===== config.mk =====
export PLATFORM = sky130hd
export DESIGN_NAME = nfi_mulq
export DESIGN_NICKNAME = d
export VERILOG_FILES = /design/src/nfi_pkg.sv /design/src/nfi_mulq.sv
export SDC_FILE = /design/constraint.sdc
export NUM_CORES = 2
export LEC_CHECK = 0
export BUFFER_PORTS_ARGS = -buffer_cell sky130_fd_sc_hd__buf_2
export CAP_MARGIN = 25
export CORE_MARGIN = 10
export CORE_UTILIZATION = 30
export DETAILED_ROUTE_END_ITERATION = 8
export GPL_TIMING_DRIVEN = 0
export PLACE_DENSITY_LB_ADDON = 0.08
export SYNTH_ARGS = -nofsm -noshare
export SYNTH_HDL_FRONTEND = slang
export SYNTH_SLANG_ARGS = --single-unit

===== constraint.sdc =====
create_clock -name aclk -period 14.6 [get_ports aclk]
set_clock_uncertainty 0.1 [all_clocks]
set_input_delay 2.19 -clock aclk [delete_from_list [all_inputs] [get_ports aclk]]
set_output_delay 2.19 -clock aclk [all_outputs]
set_load 0.02 [all_outputs]

===== src/nfi_pkg.sv =====
// Shared types and constants of the Newton forward-difference interpolator.
package nfi_pkg;

    // Command codes carried in the input tuser.
    localparam logic [1:0] CMD_LOAD  = 2'd0;
    localparam logic [1:0] CMD_EVAL  = 2'd1;
    localparam logic [1:0] CMD_CLEAR = 2'd2;

    // Status codes carried in the output tuser.
    localparam logic [1:0] STATUS_OK  = 2'd0;
    localparam logic [1:0] STATUS_FEW = 2'd1;
    localparam logic [1:0] STATUS_SAT = 2'd2;

    // Configuration register indexes.
    localparam logic [1:0] REG_POINT_COUNT = 2'd0;
    localparam logic [1:0] REG_X_ORIGIN    = 2'd1;
    localparam logic [1:0] REG_STEP_RECIP  = 2'd2;

    // Saturation bound of the wide internal values, 2^62 - 1.
    localparam logic [63:0] WIDE_LIMIT = 64'h3FFF_FFFF_FFFF_FFFF;

    typedef enum logic [3:0] {
        ST_IDLE,
        ST_LD_READ,
        ST_LD_WRITE,
        ST_EV_SMUL,
        ST_EV_FACT,
        ST_EV_PF,
        ST_EV_PF_W,
        ST_EV_PI_W,
        ST_EV_PL_W,
        ST_EV_DONE
    } state_t;

    // Request to the shared fixed-point multiplier.
    typedef struct packed {
        logic        start;
        logic [63:0] a_mag;
        logic [63:0] b_mag;
        logic        neg;
    } mul_req_t;

    // Response of the shared fixed-point multiplier.
    typedef struct packed {
        logic        done;
        logic [63:0] mag;
        logic [63:0] value;
        logic        neg;
        logic        sat;
    } mul_rsp_t;

endpackage


===== src/nfi_mulq.sv =====
// Iterative fixed-point multiplier: rounded, saturated product of two magnitudes.
module nfi_mulq #(
    parameter int FRACTION_BITS = 16
) (
    input  logic             aclk,
    input  logic             aresetn,
    input  nfi_pkg::mul_req_t req,
    output nfi_pkg::mul_rsp_t rsp
);
    import nfi_pkg::*;

    localparam logic [127:0] HALF = 128'(1) << (FRACTION_BITS - 1);

    logic [63:0]  a_reg;
    logic [63:0]  b_reg;
    logic         neg_reg;
    logic [127:0] acc_reg;
    logic [63:0]  prod_reg;
    logic [2:0]   phase_reg;
    logic         busy_reg;
    logic         done_reg;
    logic [63:0]  mag_reg;
    logic [63:0]  value_reg;
    logic         rneg_reg;
    logic         sat_reg;

    logic [31:0]  op_a;
    logic [31:0]  op_b;
    logic [6:0]   add_shift;
    logic [127:0] add_term;
    logic [63:0]  q_raw;
    logic         q_over;
    logic [63:0]  q_mag;

    // Pick the 32-bit halves for this phase and the offset of the previous partial.
    always_comb begin
        case (phase_reg)
            3'd0: begin
                op_a = a_reg[31:0];
                op_b = b_reg[31:0];
            end
            3'd1: begin
                op_a = a_reg[31:0];
                op_b = b_reg[63:32];
            end
            3'd2: begin
                op_a = a_reg[63:32];
                op_b = b_reg[31:0];
            end
            3'd3: begin
                op_a = a_reg[63:32];
                op_b = b_reg[63:32];
            end
            default: begin
                op_a = '0;
                op_b = '0;
            end
        endcase
        case (phase_reg)
            3'd2, 3'd3: add_shift = 7'd32;
            3'd4:       add_shift = 7'd64;
            default:    add_shift = 7'd0;
        endcase
        add_term = 128'(prod_reg) << add_shift;
    end

    // Drop the fraction bits of the rounded product and clamp it.
    always_comb begin
        q_raw  = acc_reg[FRACTION_BITS +: 64];
        q_over = ((acc_reg >> (64 + FRACTION_BITS)) != '0) || (q_raw > WIDE_LIMIT);
        q_mag  = q_over ? WIDE_LIMIT : q_raw;
    end

    // Sequencing: four partial products, one last accumulate, then the result.
    always_ff @(posedge aclk) begin
        if (!aresetn) begin
            busy_reg  <= 1'b0;
            done_reg  <= 1'b0;
            phase_reg <= '0;
        end else begin
            done_reg <= 1'b0;
            if (!busy_reg) begin
                if (req.start) begin
                    busy_reg  <= 1'b1;
                    phase_reg <= '0;
                end
            end else begin
                phase_reg <= phase_reg + 3'd1;
                if (phase_reg == 3'd5) begin
                    busy_reg <= 1'b0;
                    done_reg <= 1'b1;
                end
            end
        end
    end

    // Operand, partial product and result words.
    always_ff @(posedge aclk) begin
        if (!busy_reg) begin
            if (req.start) begin
                a_reg   <= req.a_mag;
                b_reg   <= req.b_mag;
                neg_reg <= req.neg;
                acc_reg <= HALF;
            end
        end else begin
            if (phase_reg < 3'd4) begin
                prod_reg <= op_a * op_b;
            end
            if ((phase_reg >= 3'd1) && (phase_reg <= 3'd4)) begin
                acc_reg <= acc_reg + add_term;
            end
            if (phase_reg == 3'd5) begin
                mag_reg   <= q_mag;
                value_reg <= neg_reg ? (64'd0 - q_mag) : q_mag;
                rneg_reg  <= neg_reg;
                sat_reg   <= q_over;
            end
        end
    end

    assign rsp.done  = done_reg;
    assign rsp.mag   = mag_reg;
    assign rsp.value = value_reg;
    assign rsp.neg   = rneg_reg;
    assign rsp.sat   = sat_reg;

endmodule


[Word-level counts from Yosys, hierarchy flattened]
Index checks and enable logic that the tools add are counted.
Word-level totals
  register bits: 456
  input bits: 132
  output and inout bits: 131
Operators by class
  shift-type cells: 1
  $mul: 1
  equal/unequal tests: 6
  reduce and logical (&&, ||, !) cells: 14
  order comparisons: 4
  $add $sub $neg: 3
  bitwise operators: 1
  muxes and demuxes: 14
Operators by type and width (count)
  2-to-1 mux 128 bit: 3
  adder 128 bit: 1
  2-to-1 mux 64 bit: 2
  one-hot mux 32 bit (2 select lines): 2
  nonzero test 128 bit: 1
  left shift 64 x 7 -> 128 bit: 1
  > comparator 64 x 62 -> 1 bit (second input constant): 1
  multiplier 32 x 32 -> 64 bit: 1
  subtractor 1 x 64 -> 64 bit (first input constant): 1
  one-hot mux 7 bit (2 select lines): 1
  AND reduction 2 bit: 5
  OR reduction 2 bit: 4
  == test 3 x 2 -> 1 bit (second input constant): 2
  == test 3 bit (second input constant): 2
  2-to-1 mux 3 bit: 2
  2-to-1 mux 1 bit: 4
  adder 3 x 1 -> 3 bit (second input constant): 1
  == test 3 x 1 -> 1 bit (second input constant): 1
  >= comparator 3 x 1 -> 1 bit (second input constant): 1
  less-or-equal comparator 3 bit (second input constant): 1
  zero test 3 bit: 1
  < comparator 3 bit (second input constant): 1
  inequality test 2 x 1 -> 1 bit (second input constant): 1
  nonzero test 2 bit: 1
  other kinds (3): 3

[Longest topological paths before layout]
  depth in word-level cells: 7
  depth in mapped cells: 40

[Worst setup path after synthesis]
Ideal clock, no wire load.
  path type: input to register
  from: input req[129] in the netlist's numbering
  to: register acc_reg[0], enable pin
  path buffers: 0
  slack: 3.528 ns
  cell stages on the path: 2
  data required time: 14.014 ns
  arrival time: 10.486 ns
  path through: nor2b_1 a21o_1
On the way
  longest elaborated chain between the ends: 2
Ends and longest elaborated chain
  start: declaration: line nfi_mulq.sv:7  | input nfi_pkg::mul_req_t req,
  nonzero test 2 bit (no source line)
  AND reduction 2 bit (no source line)
  end signal: assignment: line nfi_mulq.sv:111  | acc_reg <= acc_reg + add_term;
  end: declaration: line nfi_mulq.sv:17  | logic [127:0] acc_reg;
Every way passes these cells.
A chain may end at the register's enable or synchronous reset.

[Final worst setup path]
  from: register phase_reg[0]
  to: register prod_reg[63] (data pin)
On the way
  longest elaborated chain between the ends: 4
  elaborated cells on any way between the ends: 11
Ends and longest elaborated chain
  start: declaration: line nfi_mulq.sv:19  | logic [2:0] phase_reg;
  start signal: assignment: line nfi_mulq.sv:88  | phase_reg <= phase_reg + 3'd1;
  == test 3 x 2 -> 1 bit (tied with other cells): line nfi_mulq.sv:37  | case (phase_reg)
  OR reduction 2 bit (no source line)
  one-hot mux 32 bit (2 select lines): line nfi_mulq.sv:37
  multiplier 32 x 32 -> 64 bit (*): line nfi_mulq.sv:108  | prod_reg <= op_a * op_b;
  end signal: assignment: line nfi_mulq.sv:108
  end: declaration: line nfi_mulq.sv:18  | logic [63:0] prod_reg;
Mark *: on every way between the ends. The rest lies on a longest branch, timed or not.

==> impl_metrics.ini <==
[job]
maxCapViolCount = 0

[synthesis]
syn_inst = 6262
synth_cell_types = 85
synth_most_common_cell = inv_1
synth_flop_cell = edfxtp_1
synth_area_um2 = 58700
synth_commonest_cells = inv_1, nor2_1, fa_1
avgSynthCellArea_um2 = 9.37
yosys.area.top_type = fa_1
synth-seq-cells = 455
synth_area_leaders = fa_1, edfxtp_1, ha_1
yosysSeqAreaShare = 0.232
yosysWarningCount = 0
synthArstFlopShare = 0
synth_edf_count = 450
synth_top_area_frac = 0.306

[placement]
dp_hpwl_mm = 220
dp.cells = 9238
port_buffers = 262
place_congestion = 0.977

[clock_tree]
cts_num_sinks = 455
holdBufCountCts = 0
ctsResizeCount = 3
clk_latency_ns = 0.74
cts_tree = yes
clk_pin_slew_ns = 0.07
ctsLongestPathBuffers = 3
cts-root-buf = clkbuf_16
cts_setup_buffers = 0
htree_levels = 2
cts_buffers = 55

[sta]
slew_headroom = 0.0907
finalSetupViolations = 0
rsz0062_at_grt = no
finalCritPeriodShare = 0.948
worst_pin_slew_ns = 1.36
hold_viol = 0
slew_viol_final = 0
fmax_mhz = 72.2
min_period_ns = 13.85

[route]
routedWlPerCell_um = 27.4
firstDrtPassIters = 5
vias_per_cell = 5.00
num_vias = 46700
drc_errors = 0
postRouteAntennaNets = 0
drt_iter0_drc = 3681
wl_mm = 256

[worst_setup_path]
cpMostUsedCell = fa_1
worstPathArrival_ns = 14.22
cp_max_fo = 10
critPathMaxStageDelay_ns = 0.73
end_kind = flip-flop
slowest_stage = a2111oi_1
crit_required_ns = 14.97
setup.worst_path.start_class = flip-flop
critPathKind = flip-flop to flip-flop

[status]
status = finished, final reports clean

[floorplanning]
dieArea_um2 = 214000
ioPinCount = 263
start_util = 0.301
coreArea_um2 = 195000
die_x_um = 462
die_height_um = 462
fp-row-count = 162

[global_route]
grt_pass1_wl_mm = 366
grtUsageTotal = 0.234
antenna_found_initial = 7
grt_pass1_vias = 49700
grt-ovfl-total = 0
grt_max_degree = 68

[final_layout]
num-nets-final = 8100
largest_reg_flops = 128
fin_util = 0.343
finalNonFillerCells = 9349
drive_above_1_share = 0.0862
area_delta_synth_final_pct = 13.8

[hold_path]
hp-class = flip-flop to flip-flop
[cells by family (layout without fill, tap and decap cells)]
family                   Yosys count  count (layout)  synth area share
AND/OR/NAND/NOR                 2047            2047             0.152
adder cells (fa/ha/maj)         1293            1293             0.390
buffers and inverters           1287            1744            0.0827
AO/OA/AOI/OAI                    887             887            0.0980
flip-flops                       455             455             0.232
XOR/XNOR                         217             217            0.0324
multiplexers                      75              75            0.0129
other                              1               7         0.0000639
[path summary, 6_finish.rpt]
kind / from / to / slack, ns / depth (start not counted)
worst min register to register: acc_reg[33]$_SDFFCE_PN0P_ / mag_reg[17]$_DFFE_PP_ / 0.54 / 1
worst max-delay path: phase_reg[0]$_SDFFE_PN0P_ / prod_reg[63]$_DFFE_PP_ / 0.75 / 36
worst max register to register: phase_reg[0]$_SDFFE_PN0P_ / prod_reg[63]$_DFFE_PP_ / 0.75 / 36
worst min-delay path: acc_reg[33]$_SDFFCE_PN0P_ / mag_reg[17]$_DFFE_PP_ / 0.54 / 1
[metrics by stage]
step | cell area [um2] | hold slack [ns] | TNS (ns) | setup slack, ns
after CTS | 66700 | 0.550 | 0 | 0.169
after global placement | 63300 | 0.524 | -237.12 | -1.71
after floorplan | 58700 | 0.356 | 0 | 3.53
after detailed placement | 64800 | 0.536 | -1.08 | -0.197
final | 66800 | 0.543 | 0 | 0.753
after global routing | 66800 | 0.565 | 0 | 0.0963
[layer usage]
metal / vias to the layer above / wire length, um / track usage
met3: 376 / 14400 / 0.0349
met5: - / 40 / 0
met2: 1582 / 121000 / 0.394
met1: 23700 / 107000 / 0.297
li1: 21100 / - / -
met4: 6 / 13800 / 0.104
[worst max-delay path, delay by kind of cell (launching register included)]
family	cells	cell delay, ns
flops	1	0.37
compound gates	9	3.19
buf+inv	11	3.46
mux	1	0.09
simple gates	5	1.35
fa+ha+maj	10	4.98
[final cells by class]
class                           count  area (um2)
Fill cell                       20400      128000
Multi-Input combinational cell   4521       40300
Sequential cell                   455       13600
Inverter                          952        3570
Tap cell                         2624        3280
Timing Repair Buffer              355        2810
Clock buffer                       61        1400
Buffer                            335        1280
Clock inverter                     41         490
Antenna cell                        5        12.5
[cells in the final DEF, fill, tap and decap left out, types with 16 or more instances in the layout]
cell type    n
a211oi_1    16
a21o_1     102
a21oi_1    273
a22o_1      64
a22oi_1     25
a31oi_1     19
and2_1      19
and3_1      61
buf_2      266
buf_8       56
clkbuf_1   320
clkbuf_16   55
edfxtp_1   450
fa_1       897
ha_1       396
inv_1      949
mux2i_1     72
nand2_1    615
nand2b_1    26
nand3_1     53
nand4_1     75
nor2_1     945
nor2b_1     19
nor3_1      51
nor4_1      23
o21a_1      32
o21ai_0    155
o21bai_1    65
o31ai_1     29
or2_2       89
or3_1       21
xnor2_1    148
xor2_1      69
Power is not shown: default switching activity piles up to over one toggle a cycle in this logic, so the estimate is an artifact.
