$ cat config.mk
export PLATFORM = sky130hd
export DESIGN_NAME = nfi_ram
export DESIGN_NICKNAME = d
export VERILOG_FILES = /design/src/nfi_ram.sv
export SDC_FILE = /design/constraint.sdc
export NUM_CORES = 1
export LEC_CHECK = 0
export BUFFER_PORTS_ARGS = -buffer_cell sky130_fd_sc_hd__buf_2
export CORE_UTILIZATION = 52
export CTS_BUF_LIST = sky130_fd_sc_hd__clkbuf_8
export CTS_CLUSTER_SIZE = 10
export DETAILED_ROUTE_END_ITERATION = 8
export GPL_TIMING_DRIVEN = 0
export PLACE_DENSITY = 0.71
export SETUP_SLACK_MARGIN = 0.1
export SYNTH_ARGS = -nofsm -noshare
export SYNTH_HDL_FRONTEND = slang
export SYNTH_SLANG_ARGS = --single-unit
$ cat constraint.sdc
create_clock -name aclk -period 3 [get_ports aclk]
set_input_delay 0.15 -clock aclk [delete_from_list [all_inputs] [get_ports aclk]]
set_output_delay 0.15 -clock aclk [all_outputs]
set_load 0.02 [all_outputs]
$ cat src/nfi_ram.sv
// Generic single-write, single-read synchronous RAM with registered read data.
module nfi_ram #(
    parameter int WIDTH  = 32,
    parameter int DEPTH  = 16,
    parameter int ADDR_W = $clog2(DEPTH)
) (
    input  logic              aclk,
    input  logic              we,
    input  logic [ADDR_W-1:0] waddr,
    input  logic [WIDTH-1:0]  wdata,
    input  logic              re,
    input  logic [ADDR_W-1:0] raddr,
    output logic [WIDTH-1:0]  rdata
);

    logic [WIDTH-1:0] mem [DEPTH];

    // Write port and registered read port; read data holds between reads.
    always_ff @(posedge aclk) begin
        if (we) begin
            mem[waddr] <= wdata;
        end
        if (re) begin
            rdata <= mem[raddr];
        end
    end

endmodule

---- After elaboration in Yosys (flattened, before gate mapping) ----
Memories as Yosys holds them, arrays and structs flattened. A register that Yosys moved wholly into a read port is not among the register bits.
Cells that the tools add are included.
storage, ports and cells
  bits in registers ....................... 0
  latch bits .............................. 0
  RAM bits ................................ 512
  ROM bits ................................ 0
  bits of input ports ..................... 43
  output and inout bits ................... 32
  word-level logic and storage cells ...... 3
  memories kept ........................... 1
memory list
  memory  words  bits a word  read ports  clocked after memory_dff  write ports  line  RTL
  mem     16     32           1           1                         1            16    logic [WIDTH-1:0] mem [DEPTH];
operators by class
  add/sub/neg operators ................... 0
  multiply operators ...................... 0
  div/mod/pow operators ................... 0
  order comparisons ....................... 0
  equality and inequality tests ........... 0
  shifts and indexed selects .............. 0
  multiplexer cells ....................... 2
  bitwise operators ....................... 0
  reductions and logical operators ........ 0
operators by type and width
  kind     number
  $mux W1  2

---- Logic depth before layout (Yosys ltp) ----
Gate-level depths: netlist of run 1.
  depth in word-level cells ............... 2
  mapped depth ............................ 5
  gate-level depth less buffers ........... 3

---- Least setup slack after synthesis of run 1 ----
No wires, ideal clock.
  path kind ............................... input-to-reg
  start point ............................. in waddr[2]
  end point ............................... mem mem[0][0] (enable)
  library setup time ...................... 0.461 ns
  arrival ................................. 2.868 ns
  data required time ...................... 2.539 ns
  setup slack ............................. -0.330 ns
  cell stages on the path ................. 2
  buffers on the path ..................... 0
  path through ............................ or3b_2 nor3_1
RTL lines
  what             line  RTL
  start, declared  9     input logic [ADDR_W-1:0] waddr,
  end, declared    16
Straight into the memory's write port.

==> flow_results.xml, run 1 <==
<?xml version="1.0" encoding="UTF-8"?>
<metrics>
  <group name="status">
    <metric name="status" unit="">complete, no violations</metric>
  </group>
  <group name="global_route">
    <metric name="grt_overflow" unit="">0</metric>
    <metric name="global_route.usage.total" unit="">0.2291</metric>
    <metric name="grtUsageMet3" unit="">0.04883</metric>
    <metric name="met1_usage" unit="">0.3093</metric>
    <metric name="gr-usage-met2" unit="">0.3737</metric>
    <metric name="grt_max_degree" unit="">33</metric>
    <metric name="globalRoute.busiestLayer" unit="">met2</metric>
    <metric name="initial_antenna_violation_count" unit="">1</metric>
    <metric name="first_global_vias" unit="">9947</metric>
    <metric name="grt_pass1_wl" unit="mm">63.56</metric>
  </group>
  <group name="cts">
    <metric name="cts_tree" unit="">built</metric>
    <metric name="cts_sinks" unit="">544</metric>
    <metric name="numCtsBuffers" unit="">84</metric>
    <metric name="clock_tree.buffer_depth" unit="">3</metric>
    <metric name="cts_post_setup_buffers_inserted" unit="">0</metric>
    <metric name="root_buffer_cell" unit="">sky130_fd_sc_hd__clkbuf_8</metric>
    <metric name="worst_setup_hold_path_clk_slew" unit="ps">60</metric>
    <metric name="worst_skew_pair.late_latency" unit="ps">630</metric>
    <metric name="ctsHtreeMaxLevel" unit="">3</metric>
  </group>
  <group name="setup_path">
    <metric name="timing.critical_path.depth" unit="">3</metric>
    <metric name="end_kind" unit="">flop</metric>
    <metric name="worst-endpoint-arrival" unit="ps">1900</metric>
    <metric name="required" unit="ps">3360</metric>
    <metric name="critical_path_class" unit="">reg -&gt; reg</metric>
    <metric name="largest_fanout_of_any_net_on_the_critical_path" unit="">1</metric>
    <metric name="crit_chain" unit="">mux4_2 &gt; a22oi_1 &gt; nand2_1</metric>
    <metric name="cpMaxStageDelayCell" unit="">sky130_fd_sc_hd__mux4_2</metric>
    <metric name="worstPathBufferInverterCount" unit="">0</metric>
    <metric name="worst_setup_path_start_kind" unit="">flop</metric>
    <metric name="cp_slowest_stage_delay" unit="ps">480</metric>
    <metric name="worstRegToRegCells" unit="">3</metric>
    <metric name="cp_top_family" unit="">multiplexers</metric>
  </group>
  <group name="sta">
    <metric name="tightest_slew" unit="ps">1005</metric>
    <metric name="setup_violations" unit="">0</metric>
    <metric name="post-route-worst-setup-slack" unit="ps">1455</metric>
    <metric name="highest_clock_rate" unit="MHz">647.4</metric>
    <metric name="fin_hold_ws" unit="ps">118.1</metric>
    <metric name="finalMaxSlewViolations" unit="">0</metric>
    <metric name="fin_crit_sh" unit="">0.5149</metric>
    <metric name="finalClockSkew" unit="ps">25.21</metric>
    <metric name="slew-limit-headroom" unit="">0.3280</metric>
    <metric name="final.setup.tns" unit="ps">0</metric>
    <metric name="timing.final.hold_violations" unit="">0</metric>
    <metric name="grt_setup_unrepaired" unit="">false</metric>
    <metric name="post-route-min-period" unit="ps">1545</metric>
  </group>
  <group name="yosys">
    <metric name="synthCells" unit="">838</metric>
    <metric name="postSynthNetCount" unit="">881</metric>
    <metric name="synth_area_per_cell" unit="um2">24.07</metric>
    <metric name="yosysWarnings" unit="">0</metric>
    <metric name="syn_area" unit="um2">20170</metric>
    <metric name="postSynthRegisterBits" unit="">544</metric>
    <metric name="synth_sequential_area_ratio" unit="">0.8097</metric>
    <metric name="ys_types" unit="">17</metric>
  </group>
  <group name="flow_run">
    <metric name="max-cap-violations" unit="">0</metric>
  </group>
  <group name="placed_design">
    <metric name="place.gp.congestion" unit="">0.7126</metric>
    <metric name="port_buffers" unit="">72</metric>
    <metric name="place_hpwl" unit="mm">25.61</metric>
    <metric name="dpl_worst_slack" unit="ps">837.5</metric>
  </group>
  <group name="power_and_ir_drop">
    <metric name="irDropWorstVdd" unit="V">0.0003068</metric>
    <metric name="p_leak" unit="uW">0.007611</metric>
    <metric name="p_total" unit="uW">14860</metric>
    <metric name="pwr_density_cell" unit="nW/um2">632.0</metric>
  </group>
  <group name="route">
    <metric name="final_antenna_net_count" unit="">0</metric>
    <metric name="routed_wirelength" unit="mm">43.08</metric>
    <metric name="drt_first_iter_violations" unit="">969</metric>
    <metric name="detailedRoute.firstPassIterationCount" unit="">5</metric>
    <metric name="route.detailed.vias_per_inst" unit="">5.903</metric>
    <metric name="total_via_count_after_detailed_routing" unit="">9521</metric>
    <metric name="post_drt_wl_per_cell" unit="um">26.71</metric>
    <metric name="post-route-drc-count" unit="">0</metric>
  </group>
  <group name="layout">
    <metric name="final_layout_size_suffix_gt1_frac" unit="">0.3215</metric>
    <metric name="layout-area-overhead-vs-synth" unit="%">16.58</metric>
    <metric name="final_net_count" unit="">1091</metric>
    <metric name="post-route-util" unit="">0.6200</metric>
    <metric name="final.fill_count" unit="">2592</metric>
  </group>
  <group name="worst_hold_path">
    <metric name="hold-path-cell-count" unit="">2</metric>
    <metric name="kind_of_path_behind_the_tightest_hold_check" unit="">in -&gt; reg</metric>
  </group>
  <group name="floorplan">
    <metric name="initial_cell_density_of_the_core" unit="">0.5318</metric>
    <metric name="core_region_area" unit="um2">37930</metric>
    <metric name="fp.dieH" unit="um">199.0</metric>
    <metric name="floorplan.die.width" unit="um">199.0</metric>
    <metric name="die_area" unit="um2">39590</metric>
    <metric name="ioPinCount" unit="">75</metric>
    <metric name="placementRows" unit="">71</metric>
  </group>
</metrics>
[registers in the layout (all words and copies together), names as in the netlist]
signal  cells
rdata      32
mem       512
[cells in the mapped netlist]
master | n | area [um2]
sky130_fd_sc_hd__nand2_1 | 33 | 123.9
sky130_fd_sc_hd__clkbuf_1 | 17 | 63.81
sky130_fd_sc_hd__buf_4 | 11 | 82.58
sky130_fd_sc_hd__a22oi_1 | 64 | 480.5
sky130_fd_sc_hd__nand3b_1 | 2 | 15.01
sky130_fd_sc_hd__nor2_1 | 13 | 48.80
sky130_fd_sc_hd__and2_1 | 1 | 6.260
sky130_fd_sc_hd__nor3_1 | 4 | 20.02
sky130_fd_sc_hd__edfxtp_1 | 544 | 16340
sky130_fd_sc_hd__nand2b_1 | 2 | 12.51
sky130_fd_sc_hd__nor2b_1 | 2 | 12.51
sky130_fd_sc_hd__buf_6 | 2 | 22.52
sky130_fd_sc_hd__or3b_2 | 1 | 8.760
sky130_fd_sc_hd__nand3_1 | 1 | 5.000
sky130_fd_sc_hd__mux4_2 | 128 | 2883
sky130_fd_sc_hd__buf_2 | 4 | 20.02
sky130_fd_sc_hd__buf_1 | 9 | 33.78
[routing by layer]
metal | vias up | share of wire
met5 | - | 0
met4 | 0 | 0.024
met3 | 74 | 0.070
met2 | 397 | 0.50
met1 | 5018 | 0.40
li1 | 4032 | -
[cells by family after synthesis]
logic type | count (synthesis) | synth area share
muxes | 128 | 0.1429
AOI/OAI and AO/OA | 64 | 0.02382
buffers and inverters | 43 | 0.01104
and+or+nand+nor | 59 | 0.01253
DFF | 544 | 0.8097
[area by class of cell]
class                      count  area [um2]  share of cell area
antenna                        1       2.502           0.0001064
buffer                        43       222.7            0.009469
clock buffer                  85        1170             0.04974
clock inverter                54       267.8             0.01138
multi-input combinational    251        3751              0.1595
sequential                   544       16340              0.6945
tap                          511       639.4             0.02718
timing repair buffer         124        1131             0.04809
[through the flow]
step	std cells	instance area, um2
2_1_floorplan	838	20190
3_3_place_gp	1421	21190
3_5_place_dp	1441	21760
4_1_cts	1612	23520
5_1_grt	1613	23520
6_report	1613	23520
[worst reg2reg max path: stages (launching register included)]
cell	delay, ps
sky130_fd_sc_hd__edfxtp_1	390
sky130_fd_sc_hd__mux4_2	480
sky130_fd_sc_hd__a22oi_1	260
sky130_fd_sc_hd__nand2_1	140
[final timing paths]
| kind | start | slack (ps) | endpoint |
|---|---|---|---|
| setup / recovery | mem[3][28] | 1460 | rdata[28] |
| hold / removal | waddr[0] | 120 | mem[0][28] |
| setup reg to reg | mem[3][28] | 1460 | rdata[28] |
| hold reg to reg | mem[12][25] | 760 | rdata[25] |
[power breakdown]
| part | total, uW | internal (uW) | switching (uW) |
|---|---|---|---|
| sequential | 8600 | 8570 | 38.4 |
| combinational | 851 | 342 | 509 |
| clock | 5410 | 2710 | 2700 |
| total | 14900 | 11600 | 3250 |
[layout by cell type, fill, tap and decap left out]
cell type / count
sky130_fd_sc_hd__buf_6: 2
sky130_fd_sc_hd__nor2_1: 1
sky130_fd_sc_hd__diode_2: 1
sky130_fd_sc_hd__clkinv_2: 7
sky130_fd_sc_hd__clkinv_4: 1
sky130_fd_sc_hd__dlygate4sd3_1: 32
sky130_fd_sc_hd__bufinv_16: 1
sky130_fd_sc_hd__buf_1: 9
sky130_fd_sc_hd__nand3b_1: 2
sky130_fd_sc_hd__a22oi_1: 64
sky130_fd_sc_hd__inv_6: 2
sky130_fd_sc_hd__buf_12: 5
sky130_fd_sc_hd__buf_16: 10
sky130_fd_sc_hd__edfxtp_1: 544
sky130_fd_sc_hd__nand2b_1: 2
sky130_fd_sc_hd__mux4_2: 128
sky130_fd_sc_hd__or3b_2: 1
sky130_fd_sc_hd__buf_2: 76
sky130_fd_sc_hd__buf_8: 5
sky130_fd_sc_hd__nor3_4: 4
sky130_fd_sc_hd__clkbuf_8: 85
sky130_fd_sc_hd__clkinvlp_4: 4
sky130_fd_sc_hd__nor2_4: 12
sky130_fd_sc_hd__inv_1: 23
sky130_fd_sc_hd__buf_4: 11
sky130_fd_sc_hd__clkinv_1: 16
sky130_fd_sc_hd__nand3_1: 1
sky130_fd_sc_hd__nand2_1: 33
sky130_fd_sc_hd__clkbuf_1: 17
sky130_fd_sc_hd__and2_1: 1
sky130_fd_sc_hd__nor2b_1: 2
[timing repair]
item,in CTS,in global routing
endpoints found under the setup margin,0,0
hold buffers,32,0
hold endpoints to repair,512,0
gates resized for setup,0,0
Note: power is estimated with default switching activity, not from simulation.
==> run 2: changes to the inputs <==
==> constraint.sdc (replaced) <==
create_clock -name aclk -period 1.4 [get_ports aclk]
set_input_delay 0.07 -clock aclk [delete_from_list [all_inputs] [get_ports aclk]]
set_output_delay 0.07 -clock aclk [all_outputs]
set_load 0.02 [all_outputs]
==> flow_results.xml, run 2 (synthesis gave the netlist of run 1 again) <==
<?xml version="1.0" encoding="UTF-8"?>
<metrics>
  <group name="global_route">
    <metric name="grt_overflow" unit="">0</metric>
    <metric name="initial_antenna_violation_count" unit="">0</metric>
    <metric name="grt_pass1_wl" unit="mm">62.46</metric>
    <metric name="first_global_vias" unit="">9974</metric>
    <metric name="global_route.usage.total" unit="">0.2263</metric>
    <metric name="grt_max_degree" unit="">33</metric>
  </group>
  <group name="setup_path">
    <metric name="critical_path_class" unit="">in -&gt; reg</metric>
    <metric name="worst-endpoint-arrival" unit="ps">1730</metric>
    <metric name="largest_fanout_of_any_net_on_the_critical_path" unit="">32</metric>
    <metric name="r2r-end" unit="">rdata[20]</metric>
    <metric name="end_kind" unit="">flop</metric>
    <metric name="worstRegToRegCells" unit="">3</metric>
    <metric name="required" unit="ps">1620</metric>
    <metric name="timing.critical_path.from" unit="">waddr[1]</metric>
    <metric name="endpoint" unit="">mem[5][3]</metric>
    <metric name="critical_path.reg2reg.startpoint" unit="">mem[11][20]</metric>
    <metric name="worst_setup_path_start_kind" unit="">input port</metric>
    <metric name="ff2ff_setup_slack" unit="ps">-80</metric>
  </group>
  <group name="layout">
    <metric name="antenna_cells_inserted" unit="">0</metric>
    <metric name="instances_no_fill" unit="">1621</metric>
    <metric name="layout.cells.most_common" unit="">sky130_fd_sc_hd__edfxtp_1</metric>
    <metric name="most-common-layout-cells" unit="">544 x sky130_fd_sc_hd__edfxtp_1, 128 x sky130_fd_sc_hd__mux4_2, 89 x sky130_fd_sc_hd__clkbuf_8, 80 x sky130_fd_sc_hd__buf_2, 46 x sky130_fd_sc_hd__a22oi_2</metric>
    <metric name="regMostFlops" unit="">mem</metric>
    <metric name="largest_registers" unit="">mem: 512 flops, rdata: 32 flops</metric>
    <metric name="final.fill_count" unit="">2586</metric>
    <metric name="largest_register_ff_count" unit="">512</metric>
    <metric name="layout-area-overhead-vs-synth" unit="%">18.96</metric>
    <metric name="final_layout_size_suffix_gt1_frac" unit="">0.3757</metric>
    <metric name="post-route-util" unit="">0.6327</metric>
    <metric name="final_net_count" unit="">1092</metric>
  </group>
  <group name="sta">
    <metric name="tightest_slew" unit="ps">1356</metric>
    <metric name="fin_crit_sh" unit="">1.077</metric>
    <metric name="timing.final.hold_violations" unit="">0</metric>
    <metric name="setup_violations" unit="">307</metric>
    <metric name="slew-limit-headroom" unit="">0.09416</metric>
    <metric name="finalClockSkew" unit="ps">18.23</metric>
    <metric name="finalMaxSlewViolations" unit="">0</metric>
    <metric name="highest_clock_rate" unit="MHz">662.9</metric>
    <metric name="post-route-min-period" unit="ps">1508</metric>
    <metric name="final.setup.tns" unit="ps">-19700</metric>
    <metric name="post-route-worst-setup-slack" unit="ps">-108.4</metric>
    <metric name="grt_setup_unrepaired" unit="">true</metric>
  </group>
  <group name="power_and_ir_drop">
    <metric name="pwr_density_cell" unit="nW/um2">1367</metric>
    <metric name="p_leak" unit="uW">0.007783</metric>
    <metric name="p_total" unit="uW">32800</metric>
    <metric name="irDropWorstVdd" unit="V">0.0008526</metric>
  </group>
  <group name="route">
    <metric name="routed_wirelength" unit="mm">42.65</metric>
    <metric name="final_antenna_net_count" unit="">0</metric>
    <metric name="route.detailed.vias_per_inst" unit="">5.957</metric>
    <metric name="drt_first_iter_violations" unit="">925</metric>
    <metric name="total_via_count_after_detailed_routing" unit="">9656</metric>
    <metric name="post-route-drc-count" unit="">0</metric>
    <metric name="detailedRoute.firstPassIterationCount" unit="">7</metric>
    <metric name="post_drt_wl_per_cell" unit="um">26.31</metric>
  </group>
  <group name="placed_design">
    <metric name="place.gp.congestion" unit="">0.7220</metric>
    <metric name="dpl_worst_slack" unit="ps">-763.7</metric>
    <metric name="place_hpwl" unit="mm">23.23</metric>
    <metric name="post-place-cells" unit="">1430</metric>
    <metric name="port_buffers" unit="">72</metric>
  </group>
  <group name="cts">
    <metric name="worst_setup_hold_path_clk_slew" unit="ps">60</metric>
    <metric name="cts_sinks" unit="">544</metric>
    <metric name="cts_tree" unit="">built</metric>
    <metric name="numCtsBuffers" unit="">84</metric>
    <metric name="root_buffer_cell" unit="">sky130_fd_sc_hd__clkbuf_8</metric>
    <metric name="ctsHtreeMaxLevel" unit="">3</metric>
    <metric name="worst_skew_pair.late_latency" unit="ps">630</metric>
    <metric name="clock_tree.buffer_depth" unit="">3</metric>
  </group>
  <group name="floorplan">
    <metric name="ioPinCount" unit="">75</metric>
    <metric name="floorplan.die.width" unit="um">199.0</metric>
    <metric name="placementRows" unit="">71</metric>
    <metric name="core_region_area" unit="um2">37930</metric>
    <metric name="initial_cell_density_of_the_core" unit="">0.5318</metric>
    <metric name="die_area" unit="um2">39590</metric>
    <metric name="fp.dieH" unit="um">199.0</metric>
  </group>
  <group name="worst_hold_path">
    <metric name="hold-path-cell-count" unit="">2</metric>
    <metric name="kind_of_path_behind_the_tightest_hold_check" unit="">in -&gt; reg</metric>
  </group>
  <group name="status">
    <metric name="failing_checks" unit="">negative setup slack</metric>
    <metric name="status" unit="">complete, but fails checks</metric>
  </group>
  <group name="flow_run">
    <metric name="max-cap-violations" unit="">0</metric>
  </group>
</metrics>
run 2: cell types whose count changed in the layout (fill, tap and decap cells not counted), moves of 4 or more:
| cell | previous run | this run |
|---|---|---|
| sky130_fd_sc_hd__a22oi_2 | 0 | 46 |
| sky130_fd_sc_hd__a22oi_1 | 64 | 18 |
| sky130_fd_sc_hd__buf_1 | 9 | 0 |
| sky130_fd_sc_hd__clkbuf_8 | 85 | 89 |
| sky130_fd_sc_hd__buf_2 | 76 | 80 |
| sky130_fd_sc_hd__inv_1 | 23 | 30 |
| sky130_fd_sc_hd__buf_4 | 11 | 4 |
| sky130_fd_sc_hd__buf_12 | 5 | 10 |
| sky130_fd_sc_hd__buf_8 | 5 | 9 |
run 2: critical path, cell delays in order:
cell and delay [ps]:
sky130_fd_sc_hd__buf_2 180, sky130_fd_sc_hd__nand2b_2 390, sky130_fd_sc_hd__nor2_4 1050
run 2: worst min-delay path by stage:
stage,slack [ps],end,start
finish,30,mem[12][22],waddr[1]
global route,30,mem[12][22],waddr[1]
CTS,-6,mem[12][22],waddr[1]
detailed placement,440,mem[12][21],wdata[21]
global placement,440,mem[10][30],wdata[30]
floorplan,170,mem[0][0],wdata[0]
run 2: report_power, final:
| part | leakage [uW] | internal (uW) | switching [uW] |
|---|---|---|---|
| Combinational | 0.00193 | 834 | 1160 |
| Clock | 0.000911 | 6580 | 5790 |
| Sequential | 0.00494 | 18400 | 85.3 |
run 2: layer usage:
layer	GRT usage	wire length [um]
met3	0.04849	3278
met2	0.3553	20780
met1	0.3215	17610
met4	0.07151	984
met5	0	0
run 2: through the flow:
step	cell area, um2	hold slack [ps]
floorplan	20500	168.9
global placement	21500	439.7
detailed placement	21720	443.4
CTS	23890	-6.319
global route	24000	32.25
finish	24000	32.16
run 2: area by class of cell:
cell class | count | area (um2) | area share
Clock inverter | 58 | 336.6 | 0.01402
Sequential cell | 544 | 16340 | 0.6807
Clock buffer | 89 | 1225 | 0.05104
Buffer | 43 | 389.1 | 0.01621
Tap cell | 511 | 639.4 | 0.02664
Timing Repair Buffer | 122 | 1036 | 0.04317
Multi-Input combinational cell | 254 | 4038 | 0.1682
run 2: what timing repair did:
| action | in CTS | in global routing |
|---|---|---|
| gates resized for setup | 43 | 18 |
| gates cloned | 2 | 1 |
| setup buffers | 4 | 2 |
| pin swaps | 28 | 25 |
| hold buffers | 35 | 0 |
| endpoints found under the hold margin | 515 | 0 |
| setup endpoints to repair | 440 | 369 |
==> run 3: changes to the inputs <==
--- a/config.mk
+++ b/config.mk
@@ -5,6 +5,7 @@
 export SDC_FILE = /design/constraint.sdc
 export NUM_CORES = 1
 export LEC_CHECK = 0
+export ABC_AREA = 1
 export BUFFER_PORTS_ARGS = -buffer_cell sky130_fd_sc_hd__buf_2
 export CORE_UTILIZATION = 52
 export CTS_BUF_LIST = sky130_fd_sc_hd__clkbuf_8
==> flow_results.xml, run 3 <==
<?xml version="1.0" encoding="UTF-8"?>
<metrics>
  <group name="power_and_ir_drop">
    <metric name="pwr_density_cell" unit="nW/um2">1254</metric>
    <metric name="irDropWorstVdd" unit="V">0.0005761</metric>
    <metric name="p_leak" unit="uW">0.01136</metric>
  </group>
  <group name="sta">
    <metric name="post-route-worst-setup-slack" unit="ps">91.74</metric>
    <metric name="setup_violations" unit="">0</metric>
    <metric name="highest_clock_rate" unit="MHz">764.4</metric>
    <metric name="final.setup.tns" unit="ps">0</metric>
    <metric name="slew-limit-headroom" unit="">0.1114</metric>
    <metric name="fin_crit_sh" unit="">0.9345</metric>
    <metric name="fin_hold_ws" unit="ps">15.33</metric>
    <metric name="finalClockSkew" unit="ps">14.65</metric>
    <metric name="post-route-min-period" unit="ps">1308</metric>
    <metric name="timing.final.hold_violations" unit="">0</metric>
    <metric name="tightest_slew" unit="ps">1330</metric>
    <metric name="grt_setup_unrepaired" unit="">true</metric>
    <metric name="finalMaxSlewViolations" unit="">0</metric>
  </group>
  <group name="layout">
    <metric name="most-common-layout-cells" unit="">675 x sky130_fd_sc_hd__nand2_1, 544 x sky130_fd_sc_hd__edfxtp_1, 416 x sky130_fd_sc_hd__inv_1, 384 x sky130_fd_sc_hd__nand3_1, 111 x sky130_fd_sc_hd__buf_2</metric>
    <metric name="largest_register_ff_count" unit="">512</metric>
    <metric name="layout-area-overhead-vs-synth" unit="%">14.85</metric>
    <metric name="regMostFlops" unit="">mem</metric>
    <metric name="post-route-util" unit="">0.6105</metric>
    <metric name="final_layout_size_suffix_gt1_frac" unit="">0.1202</metric>
    <metric name="layout.cells.most_common" unit="">sky130_fd_sc_hd__nand2_1</metric>
    <metric name="stdcell_area" unit="um2">26470</metric>
    <metric name="largest_registers" unit="">mem: 512 flops, rdata: 32 flops</metric>
    <metric name="final_net_count" unit="">2369</metric>
  </group>
  <group name="cts">
    <metric name="root_buffer_cell" unit="">sky130_fd_sc_hd__clkbuf_8</metric>
    <metric name="cts_tree" unit="">built</metric>
    <metric name="cts_post_setup_buffers_inserted" unit="">0</metric>
    <metric name="worst_skew_pair.late_latency" unit="ps">660</metric>
    <metric name="clock_tree.buffer_depth" unit="">3</metric>
    <metric name="ctsHtreeMaxLevel" unit="">3</metric>
    <metric name="worst_setup_hold_path_clk_slew" unit="ps">60</metric>
    <metric name="numCtsBuffers" unit="">85</metric>
    <metric name="cts_sinks" unit="">544</metric>
  </group>
  <group name="setup_path">
    <metric name="endpoint" unit="">rdata[23]</metric>
    <metric name="worstRegToRegCells" unit="">6</metric>
    <metric name="ff2ff_setup_slack" unit="ps">200</metric>
    <metric name="worst-endpoint-arrival" unit="ps">1710</metric>
    <metric name="cp_slowest_stage_delay" unit="ps">730</metric>
    <metric name="critical_path_class" unit="">in -&gt; reg</metric>
    <metric name="worst_setup_path_start_kind" unit="">input port</metric>
    <metric name="crit_chain" unit="">buf_2 &gt; buf_2 &gt; buf_1 &gt; nand3_1 &gt; nand3_1 &gt; nand2_1</metric>
    <metric name="largest_fanout_of_any_net_on_the_critical_path" unit="">10</metric>
    <metric name="cpMaxStageDelayCell" unit="">sky130_fd_sc_hd__buf_1</metric>
    <metric name="timing.critical_path.from" unit="">raddr[2]</metric>
    <metric name="end_kind" unit="">flop</metric>
    <metric name="r2r-end" unit="">rdata[23]</metric>
    <metric name="critical_path.reg2reg.startpoint" unit="">mem[7][23]</metric>
    <metric name="required" unit="ps">1800</metric>
  </group>
  <group name="yosys">
    <metric name="synthCells" unit="">2120</metric>
    <metric name="postSynthRegisterBits" unit="">544</metric>
    <metric name="synthTopCellsByArea" unit="">sky130_fd_sc_hd__edfxtp_1 71%, sky130_fd_sc_hd__nand2_1 11%, sky130_fd_sc_hd__nand3_1 8.4%</metric>
    <metric name="synth-edff-count" unit="">544</metric>
    <metric name="synth_most_common_cell" unit="">sky130_fd_sc_hd__nand2_1</metric>
    <metric name="synth_ff_type" unit="">sky130_fd_sc_hd__edfxtp_1</metric>
    <metric name="syn_area" unit="um2">23050</metric>
    <metric name="synth_area_per_cell" unit="um2">10.87</metric>
    <metric name="synth_sequential_area_ratio" unit="">0.7087</metric>
    <metric name="ys_async_sr_fraction" unit="">0</metric>
    <metric name="yosysWarnings" unit="">0</metric>
    <metric name="synth_top_area_share" unit="">0.7087</metric>
    <metric name="synth_area_leader_cell" unit="">sky130_fd_sc_hd__edfxtp_1</metric>
    <metric name="ys_types" unit="">14</metric>
    <metric name="ys_top_cells_by_count" unit="">677 x sky130_fd_sc_hd__nand2_1, 544 x sky130_fd_sc_hd__edfxtp_1, 388 x sky130_fd_sc_hd__inv_1, 385 x sky130_fd_sc_hd__nand3_1, 41 x sky130_fd_sc_hd__buf_2</metric>
    <metric name="postSynthNetCount" unit="">2163</metric>
  </group>
  <group name="route">
    <metric name="post-route-drc-count" unit="">0</metric>
    <metric name="route.detailed.vias_per_inst" unit="">5.269</metric>
    <metric name="post_drt_wl_per_cell" unit="um">20.34</metric>
    <metric name="drt_first_iter_violations" unit="">1805</metric>
    <metric name="total_via_count_after_detailed_routing" unit="">15680</metric>
    <metric name="detailedRoute.firstPassIterationCount" unit="">6</metric>
    <metric name="final_antenna_net_count" unit="">0</metric>
    <metric name="routed_wirelength" unit="mm">60.52</metric>
  </group>
  <group name="global_route">
    <metric name="global_route.usage.total" unit="">0.2753</metric>
    <metric name="grt_pass1_wl" unit="mm">89.61</metric>
    <metric name="initial_antenna_violation_count" unit="">1</metric>
    <metric name="grt_overflow" unit="">0</metric>
    <metric name="first_global_vias" unit="">15390</metric>
    <metric name="grt_max_degree" unit="">33</metric>
  </group>
  <group name="placed_design">
    <metric name="dpl_worst_slack" unit="ps">-624.2</metric>
    <metric name="place_hpwl" unit="mm">37.97</metric>
    <metric name="place.gp.congestion" unit="">0.8584</metric>
    <metric name="port_buffers" unit="">72</metric>
    <metric name="post_dp_cell_area" unit="um2">24580</metric>
  </group>
  <group name="worst_hold_path">
    <metric name="kind_of_path_behind_the_tightest_hold_check" unit="">in -&gt; reg</metric>
  </group>
  <group name="floorplan">
    <metric name="ioPinCount" unit="">75</metric>
    <metric name="placementRows" unit="">76</metric>
    <metric name="floorplan.die.width" unit="um">212.5</metric>
    <metric name="fp.dieH" unit="um">212.5</metric>
    <metric name="core_region_area" unit="um2">43360</metric>
    <metric name="initial_cell_density_of_the_core" unit="">0.5316</metric>
    <metric name="die_area" unit="um2">45180</metric>
  </group>
  <group name="status">
    <metric name="status" unit="">complete, no violations</metric>
  </group>
  <group name="flow_run">
    <metric name="max-cap-violations" unit="">0</metric>
  </group>
</metrics>
-- run 3: per-layer routing --
| layer | wire length [um] | track usage | part of all wire | vias up |
|---|---|---|---|---|
| met3 | 5769 | 0.05288 | 0.095 | 141 |
| met2 | 28840 | 0.4451 | 0.48 | 843 |
| met5 | 0 | 0 | 0 | - |
| li1 | - | - | - | 7301 |
| met4 | 2247 | 0.1352 | 0.037 | 0 |
| met1 | 23670 | 0.3577 | 0.39 | 7390 |
-- run 3: worst min-delay path by stage --
stage          startpoint     endpoint  slack, ps  cells after the start
2_1_floorplan    wdata[0]    mem[0][0]        170                      0
3_3_place_gp    wdata[19]  mem[10][19]        450                      1
3_5_place_dp    wdata[19]  mem[10][19]        460                      1
4_1_cts          raddr[2]     rdata[0]         10                      5
5_1_grt                we   mem[2][11]         20                      3
6_report               we   mem[2][11]         20                      3
-- run 3: what timing repair did --
action,4_1_cts,5_1_grt
pin swaps,0,0
resized for setup,4,6
setup endpoints to repair,64,67
endpoints found under the hold margin,514,0
hold buffers,33,0
-- run 3: kinds of logic after synthesis --
| logic type | after synthesis | share of synthesized area |
|---|---|---|
| AND/OR/NAND/NOR | 1081 | 0.1973 |
| flip-flops | 544 | 0.7087 |
| buffers and inverters | 495 | 0.09407 |
-- run 3: cell type report --
cell class / instances / area [um2]
sequential: 544 / 16340
buffer: 105 / 701.9
multi-input combinational: 1081 / 4690
timing repair buffer: 119 / 1021
fill: 3384 / 16890
clock buffer: 88 / 1211
antenna: 2 / 5.005
clock inverter: 61 / 310.3
tap: 585 / 732.0
inverter: 390 / 1466
-- run 3: metrics by stage --
stage	cells	total power [uW]
detailed placement	2791	21210
global route	2973	34310
global placement	2777	21080
CTS	2973	33330
finish	2975	33210
floorplan	2120	20130
-- run 3: power breakdown --
| group | switching, uW | leakage, uW | internal, uW |
|---|---|---|---|
| clock | 6050 | 0.000872 | 6180 |
| combinational | 1800 | 0.00554 | 745 |
| sequential | 87.7 | 0.00494 | 18400 |
| total | 7930 | 0.0114 | 25300 |
-- run 3: critical path, delay by kind of cell --
| kind | cells | cell delay, ps |
|---|---|---|
| simple gates | 3 | 480 |
| buf+inv | 3 | 1160 |
